**config.mk**
```make
export PLATFORM = sky130hd
export DESIGN_NAME = sir_divider
export DESIGN_NICKNAME = d
export VERILOG_FILES = /design/src/design/sir_pkg.sv /design/src/design/sir_divider.sv
export SDC_FILE = /design/constraint.sdc
export NUM_CORES = 1
export LEC_CHECK = 0
export BUFFER_PORTS_ARGS = -buffer_cell sky130_fd_sc_hd__buf_2
export CAP_MARGIN = 5
export CORE_MARGIN = 5
export CORE_UTILIZATION = 60
export CTS_CLUSTER_SIZE = 12
export DETAILED_ROUTE_END_ITERATION = 8
export GPL_TIMING_DRIVEN = 0
export HOLD_SLACK_MARGIN = 0.02
export PLACE_DENSITY = 0.87
export SLEW_MARGIN = 20
export SYNTH_ARGS = -nofsm -noshare
export SYNTH_HDL_FRONTEND = slang
export SYNTH_SLANG_ARGS = --single-unit
```
**constraint.sdc**
```tcl
create_clock -name clk -period 6.96 [get_ports clk]
set_input_delay 1.392 -clock clk [delete_from_list [all_inputs] [get_ports clk]]
set_output_delay 1.392 -clock clk [all_outputs]
set_load 0.01 [all_outputs]
```
**src/design/sir_pkg.sv**
```systemverilog
`default_nettype none
package sir_pkg;

  localparam int DEPTH       = 256;
  localparam int FRAC_BITS   = 8;
  localparam int SAMPLE_BITS = 16;

  localparam int QT_W   = 16;
  localparam int OUT_W  = 24;
  localparam int ADDR_W = $clog2(DEPTH);
  localparam int CNT_W  = ADDR_W + 1;

  // Offset d = query - (index << FRAC_BITS), signed
  localparam int POS_W = (QT_W > ADDR_W + FRAC_BITS) ? QT_W : ADDR_W + FRAC_BITS;
  localparam int D_W   = POS_W + 1;
  localparam int MAG_W = POS_W;

  // Sine phase and table lookup
  localparam int PHASE_W = 16;
  localparam int SINE_W  = 16;
  localparam int IDX_W   = 5;
  localparam int FR_W    = 11;

  // Weight division
  localparam int PI_W      = 15;
  localparam int PI_Q13    = 25736;
  localparam int NUM_SHIFT = FRAC_BITS + 13;
  localparam int DEN_W     = PI_W + MAG_W;
  localparam int NUM_W     = SINE_W + NUM_SHIFT + 1;
  localparam int QUO_W     = 17;
  localparam int W_W       = QUO_W + 1;

  // Accumulation and output rounding
  localparam int PROD_W      = SAMPLE_BITS + W_W;
  localparam int ACC_W       = PROD_W + ADDR_W;
  localparam int ROUND_SHIFT = 15;
  localparam int ROUND_HALF  = 1 << (ROUND_SHIFT - 1);
  localparam int OUT_MAX     = (1 << (OUT_W - 1)) - 1;
  localparam int OUT_MIN     = -(1 << (OUT_W - 1));

  localparam logic [SINE_W-1:0] SINC_ONE = SINE_W'(32768);

  localparam logic [1:0] OP_CLEAR  = 2'd0;
  localparam logic [1:0] OP_APPEND = 2'd1;
  localparam logic [1:0] OP_QUERY  = 2'd2;

  // Quarter-wave sine in Q15, 16 segments plus the end point
  function automatic logic [SINE_W-1:0] sine_q15(input logic [IDX_W-1:0] idx);
    logic [SINE_W-1:0] v;
    case (idx)
      5'd0:    v = 16'd0;
      5'd1:    v = 16'd3212;
      5'd2:    v = 16'd6393;
      5'd3:    v = 16'd9512;
      5'd4:    v = 16'd12540;
      5'd5:    v = 16'd15447;
      5'd6:    v = 16'd18205;
      5'd7:    v = 16'd20788;
      5'd8:    v = 16'd23170;
      5'd9:    v = 16'd25330;
      5'd10:   v = 16'd27246;
      5'd11:   v = 16'd28899;
      5'd12:   v = 16'd30274;
      5'd13:   v = 16'd31357;
      5'd14:   v = 16'd32138;
      5'd15:   v = 16'd32610;
      default: v = 16'd32768;
    endcase
    return v;
  endfunction

endpackage
`default_nettype wire

```
**src/design/sir_divider.sv**
```systemverilog
`default_nettype none
module sir_divider (
  input  logic                       clk,
  input  logic                       rst_n,
  input  logic                       start,
  input  logic [sir_pkg::NUM_W-1:0]  num,
  input  logic [sir_pkg::DEN_W-1:0]  den,
  output logic                       done,
  output logic [sir_pkg::QUO_W-1:0]  quo
);
  import sir_pkg::*;

  localparam int DSH_W = DEN_W + QUO_W - 1;
  localparam int STEP_W = $clog2(QUO_W);

  logic              busy_r;
  logic              done_r;
  logic [STEP_W-1:0] step_r;
  logic [NUM_W-1:0]  rem_r;
  logic [DSH_W-1:0]  dsh_r;
  logic [QUO_W-1:0]  quo_r;

  logic [DSH_W-1:0]  rem_ext;
  logic [DSH_W-1:0]  rem_diff;
  logic              ge;

  assign rem_ext  = DSH_W'(rem_r);
  assign ge       = rem_ext >= dsh_r;
  assign rem_diff = rem_ext - dsh_r;
  assign done     = done_r;
  assign quo      = quo_r;

  // restoring division, one quotient bit per cycle, MSB first
  always_ff @(posedge clk) begin
    if (!rst_n) begin
      busy_r <= 1'b0;
      done_r <= 1'b0;
    end else begin
      done_r <= 1'b0;
      if (start) begin
        busy_r <= 1'b1;
      end else if (busy_r && step_r == '0) begin
        busy_r <= 1'b0;
        done_r <= 1'b1;
      end
    end
  end

  always_ff @(posedge clk) begin
    if (start) begin
      rem_r  <= num;
      dsh_r  <= {den, {(QUO_W-1){1'b0}}};
      quo_r  <= '0;
      step_r <= STEP_W'(QUO_W - 1);
    end else if (busy_r) begin
      if (ge) begin
        rem_r <= rem_diff[NUM_W-1:0];
      end
      quo_r  <= {quo_r[QUO_W-2:0], ge};
      dsh_r  <= dsh_r >> 1;
      step_r <= step_r - STEP_W'(1);
    end
  end

endmodule
`default_nettype wire

```
After elaboration in Yosys (flattened, before gate mapping)
Index checks and enable logic that the tools add are counted.
{"block": "word_totals", "reg_bits": 109, "output_inout_bits": 18}
{"block": "op_classes", "addsub": 2, "n_lt_le_gt_ge": 1, "mux": 8, "bitwise": 1, "n_reduce_logical": 7}
{"operator": "$mux 38", "count": 3}
{"operator": "$mux 47", "count": 2}
{"operator": "$ge 38x47->1", "count": 1}
{"operator": "$sub 38x38->38", "count": 1}
{"operator": "$reduce_bool 2->1", "count": 3}
{"operator": "$logic_not 5->1", "count": 1}
{"operator": "$sub 5x1->5 const B", "count": 1}
{"operator": "$mux 1", "count": 3}
{"operator": "$reduce_and 2->1", "count": 1}
{"operator": "$reduce_or 2->1", "count": 1}
{"operator": "$logic_and 1x1->1", "count": 1}
{"operator": "$not 1->1", "count": 1}

Logic depth before layout (Yosys ltp)
{"block": "depth", "depth_word": 4, "mapped_depth": 10, "ltp_nobuf": 10}

Worst setup path before layout
Ideal clock, no wire load.
{"block": "synth_path", "kind": "register to register", "start": "register rem_r[14]", "end": "register rem_r[0] (enable)", "setup_time_ns": 0.396, "arrival_ns": 2.715, "setup_slack_ns": 3.849, "path_stages_with_launch": 10, "n_path_buf": 1, "synth_period_minus_slack_ns": 3.111, "path_cell_list": "edfxtp_1 ha_1 buf_2 o211ai_1 nor2_1 a41oi_1 a31oi_4 a311oi_4 a211o_1 nand2_1"}
{"block": "synth_via", "elab_chain_cells": 3}
{"item": "start: declaration", "line_no": "sir_divider.sv:19", "source": "logic [NUM_W-1:0] rem_r;"}
{"item": "start signal: assignment", "line_no": "sir_divider.sv:51", "source": "rem_r <= num;"}
{"item": "start signal: assignment", "line_no": "sir_divider.sv:57", "source": "rem_r <= rem_diff[NUM_W-1:0];"}
{"item": "$ge 38x47->1", "line_no": "sir_divider.sv:28", "source": "assign ge = rem_ext >= dsh_r;"}
{"item": "$reduce_bool 2->1 (no source line)"}
{"item": "$reduce_and 2->1 (no source line)"}
No other way between the ends.
A chain may end at the register's enable or synchronous reset.

Worst setup path in the final report
{"block": "layout_path", "start": "register dsh_r[16]", "end": "register rem_r[21] (enable)"}
{"block": "layout_via", "elab_chain_cells": 3}
{"item": "start: declaration", "line_no": "sir_divider.sv:20", "source": "logic [DSH_W-1:0] dsh_r;"}
{"item": "start signal: assignment", "line_no": "sir_divider.sv:52", "source": "dsh_r <= {den, {(QUO_W-1){1'b0}}};"}
{"item": "start signal: assignment", "line_no": "sir_divider.sv:60", "source": "dsh_r <= dsh_r >> 1;"}
{"item": "$ge 38x47->1", "line_no": "sir_divider.sv:28"}
{"item": "$reduce_bool 2->1 (no source line)"}
{"item": "$reduce_and 2->1 (no source line)"}
No other way between the ends.

==> impl_metrics.env <==
export IMPL_outcome="finished, final reports clean"
export IMPL_maximum_frequency_from_static_timing_analysis_ghz=0.307
export IMPL_detail_route_iter0_violations=342
export IMPL_ys_seq_elements=109
export IMPL_starting_density_of_the_core_pct=60.5
export IMPL_unrepaired_setup_endpoints_after_global_routing="no"
export IMPL_maximum_buffer_depth_of_the_clock_tree=2
export IMPL_port_buffers=89
export IMPL_final_period_minus_worst_setup_slack_ns=3.26
export IMPL_area_growth_syn_to_layout_pct=13.9
export IMPL_initial_antenna_violation_count=0
export IMPL_ys_flop_type="sky130_fd_sc_hd__edfxtp_1"
export IMPL_postSynth_asyncResetShare_pct=0
export IMPL_iteration_count_of_the_initial_detailed_routing_pass=6
export IMPL_p_clk_share_pct=26.9
export IMPL_cp_cell_sequence="inv_1, ha_1, buf_2, a21oi_1, o21ai_0, a41oi_1, a31oi_4, a311oi_4, a211o_1, nand2_2, buf_16"
export IMPL_post_route_clock_skew_ns=0.0122
export IMPL_synth_top_area_cell="sky130_fd_sc_hd__edfxtp_1"
export IMPL_place_hpwl_mm=13.3
export IMPL_synth_edff_count=69
export IMPL_remaining_antenna_violation_count_after_routing=0
export IMPL_globalRouteOverflowTotal=0
export IMPL_cts_resized=0
export IMPL_irDropWorstVdd_v=0.000182
export IMPL_criticalPathCategory="flop to flop"
export IMPL_tns_ns=0
export IMPL_power_frac_seq_pct=39.9
export IMPL_p_sw_share_pct=34.4
export IMPL_grt_pass1_wl_mm=28.8
export IMPL_combPwrFrac_pct=33.2
export IMPL_grt_total_usage_pct=26.6
export IMPL_ys_seq_area_share_pct=41.9
export IMPL_number_of_instances_in_the_synthesized_netlist=726
export IMPL_worst_hold_path_type="flop to flop"
export IMPL_vias_per_cell=6.07
export IMPL_drt_drc_violations_left=0
export IMPL_synth_cell_type_count=71
export IMPL_int_pwr_uw=1300
export IMPL_tritoncts_num_sinks=109
export IMPL_timing_slew_headroom_pct=53.1
export IMPL_critical_path_arrival_ns=3.32
export IMPL_cp_slowest_stage_delay_ns=0.43
export IMPL_gp_congestion=0.924
export IMPL_final_period_utilization_pct=46.9
export IMPL_post_cts_setup_buffer_count=0
export IMPL_count_of_boundary_i_o_pins=90
export IMPL_pin_count_of_the_biggest_net_entering_global_routing=32
export IMPL_fp_dieH_um=117
export IMPL_core_mm2=0.0113
export IMPL_worstSkewPairLatency_ns=0.35
export IMPL_p_total_uw=1970
export IMPL_mappedNetlistNets=838
export IMPL_critical_path_startpoint_category="flop"
export IMPL_worst_ep_required_time_ns=7.02
export IMPL_fill_cells=890
export IMPL_drv_slew=0
export IMPL_numnets_final=939
export IMPL_setup_viol_count_final=0
export IMPL_yosys_area_top_type_share_pct=30.3
export IMPL_design_die_area_mm2=0.0137
export IMPL_power_density_mw_per_mm2=253
export IMPL_cts_made_buffers=9
export IMPL_yosysWarningCount=0
export IMPL_synth_area_per_cell_um2=9.43
export IMPL_drt_total_wl_mm=17.7
export IMPL_maxCapViolations=0
export IMPL_timing_worst_slew_pin_value_ns=0.704
export IMPL_floorplan_rows=39
export IMPL_postLayoutSetupSlackWorst_ns=3.70
export IMPL_p_leak_uw=0.00325
export IMPL_fp_dieW_um=117
export IMPL_clock_tree_from_tritoncts="built"
export IMPL_cts_max_level=3
export IMPL_detailedPlace_worstSlack_ns=3.43
export IMPL_hold_viol_final=0
export IMPL_detail_route_wl_per_cell_um=18.2
export IMPL_synth_top_cells_by_area="sky130_fd_sc_hd__edfxtp_1 (30%), sky130_fd_sc_hd__dfxtp_1 (12%), sky130_fd_sc_hd__ha_1 (7.1%)"
export IMPL_drive_gt1_share_pct=17.8
export IMPL_number_of_global_route_vias_before_repair=5930
export IMPL_cts_root_buf="sky130_fd_sc_hd__clkbuf_16"
export IMPL_timing_critical_path_to_type="flop"
export IMPL_num_antenna_cells=0
export IMPL_via_count=5917
export IMPL_netlist_area_mm2=0.00685
export IMPL_crit_slowest_cell="sky130_fd_sc_hd__nand2_2"
export IMPL_largest_fanout_on_the_critical_path=21
export IMPL_clkSlewWorstSetupHoldPaths_ns=0.07
export IMPL_holdBufCountCts=0
export IMPL_switchingPower_uw=679
-- cells in the final DEF (no fill, tap or decap), types with 3 or more instances in the layout --
master                      count
sky130_fd_sc_hd__a211oi_1       8
sky130_fd_sc_hd__a21boi_1       3
sky130_fd_sc_hd__a21o_1         7
sky130_fd_sc_hd__a21oi_1       36
sky130_fd_sc_hd__a21oi_2        4
sky130_fd_sc_hd__a22o_1        31
sky130_fd_sc_hd__a31oi_1        4
sky130_fd_sc_hd__and2_1         5
sky130_fd_sc_hd__and3_1         7
sky130_fd_sc_hd__and4_1         5
sky130_fd_sc_hd__buf_1          3
sky130_fd_sc_hd__buf_2        103
sky130_fd_sc_hd__clkbuf_1      20
sky130_fd_sc_hd__clkbuf_16      9
sky130_fd_sc_hd__dfxtp_1       40
sky130_fd_sc_hd__edfxtp_1      69
sky130_fd_sc_hd__ha_1          39
sky130_fd_sc_hd__inv_1         54
sky130_fd_sc_hd__mux2i_1       36
sky130_fd_sc_hd__nand2_1       73
sky130_fd_sc_hd__nand3_1       11
sky130_fd_sc_hd__nand4_1       11
sky130_fd_sc_hd__nor2_1        72
sky130_fd_sc_hd__nor2b_1        3
sky130_fd_sc_hd__nor3_1         8
sky130_fd_sc_hd__nor4_1         3
sky130_fd_sc_hd__o211ai_1       6
sky130_fd_sc_hd__o21a_1         5
sky130_fd_sc_hd__o21ai_0       40
sky130_fd_sc_hd__o21ai_1       22
sky130_fd_sc_hd__o21bai_1       4
sky130_fd_sc_hd__o31ai_1        4
sky130_fd_sc_hd__xnor2_1       13
sky130_fd_sc_hd__xor2_1        18
-- power by group through the flow --
stage	sequential [uW]	clock, uW	combinational, uW
after floorplan	791	0	485
after global routing	791	557	728
after CTS	787	528	645
after detailed placement	801	0	636
after global placement	799	0	615
final	787	531	656
-- worst max-delay path: cells and delay by family, from the launching register on --
kind | cells | cell delay, ns
adder cells (fa/ha/maj) | 1 | 0.26
flip-flops | 1 | 0.38
AND/OR/NAND/NOR | 1 | 0.43
buffers and inverters | 3 | 0.50
AO/OA/AOI/OAI | 6 | 1.37
-- cells in the mapped netlist, drive strengths merged (7+ instances only) --
| library cell | number |
|---|---|
| nand2 | 74 |
| nor2 | 72 |
| edfxtp | 69 |
| o21ai | 63 |
| inv | 56 |
| a21oi | 40 |
| dfxtp | 40 |
| ha | 39 |
| mux2i | 36 |
| a22o | 31 |
| clkbuf | 21 |
| buf | 18 |
| xor2 | 18 |
| xnor2 | 13 |
| nand4 | 12 |
| nand3 | 11 |
| a211oi | 10 |
| nor3 | 9 |
| a21o | 8 |
| o211ai | 8 |
| a31oi | 7 |
| and3 | 7 |
| o31ai | 7 |
-- sequential cells by signal, indices dropped and copies added (netlist names) --
signal and flops:
rem_r 38, busy_r 1, dsh_r 47, quo 17, done 1, step_r 5
-- per-layer routing --
layer | up-vias | wire, um | global-route usage (%)
li1 | 2827 | - | -
met5 | - | 0 | 0
met3 | 35 | 1400 | 5.09
met1 | 2804 | 7500 | 35.1
met4 | 0 | 422 | 10.5
met2 | 251 | 8400 | 43.4
-- metrics by stage --
step / instances / instance area (um^2) / utilization, % / hold WS (ns)
after floorplan: 726 / 6850 / - / 0.461
after global placement: 958 / 7470 / 66.0 / 0.471
after detailed placement: 959 / 7500 / 66.3 / 0.484
after CTS: 975 / 7800 / 68.9 / 0.500
after global routing: 975 / 7800 / 68.9 / 0.540
final: 975 / 7800 / 68.9 / 0.493
-- layout make-up --
cell class	instances	area (um^2)	area share [%]
multi-input cells	522	3600	46.1
inverters	56	210	2.69
plain buffers	39	173	2.21
flip-flops and latches	109	2870	36.8
clock buffers	9	225	2.89
repair buffers	90	473	6.06
clock inverters	7	72.6	0.930
well taps	143	179	2.29
-- path summary, 6_finish.rpt --
| path | slack (ns) | to | cells past startpoint | startpoint |
|---|---|---|---|---|
| worst max-delay path | 3.70 | rem_r[21] | 11 | dsh_r[16] |
| worst min-delay path | 0.49 | quo[16] | 2 | quo[16] |
| worst max register to register | 3.70 | rem_r[21] | 11 | dsh_r[16] |
| worst min register to register | 0.49 | quo[16] | 2 | quo[16] |
-- logic make-up after synthesis --
group / after synthesis / synth area share (%)
simple gates: 215 / 15.1
compound gates: 200 / 20.7
flops: 109 / 41.9
buf+inv: 95 / 5.59
fa+ha+maj: 40 / 7.42
mux: 36 / 5.26
xor+xnor: 31 / 3.96
No activity file was read; power rests on OpenSTA's default activity.
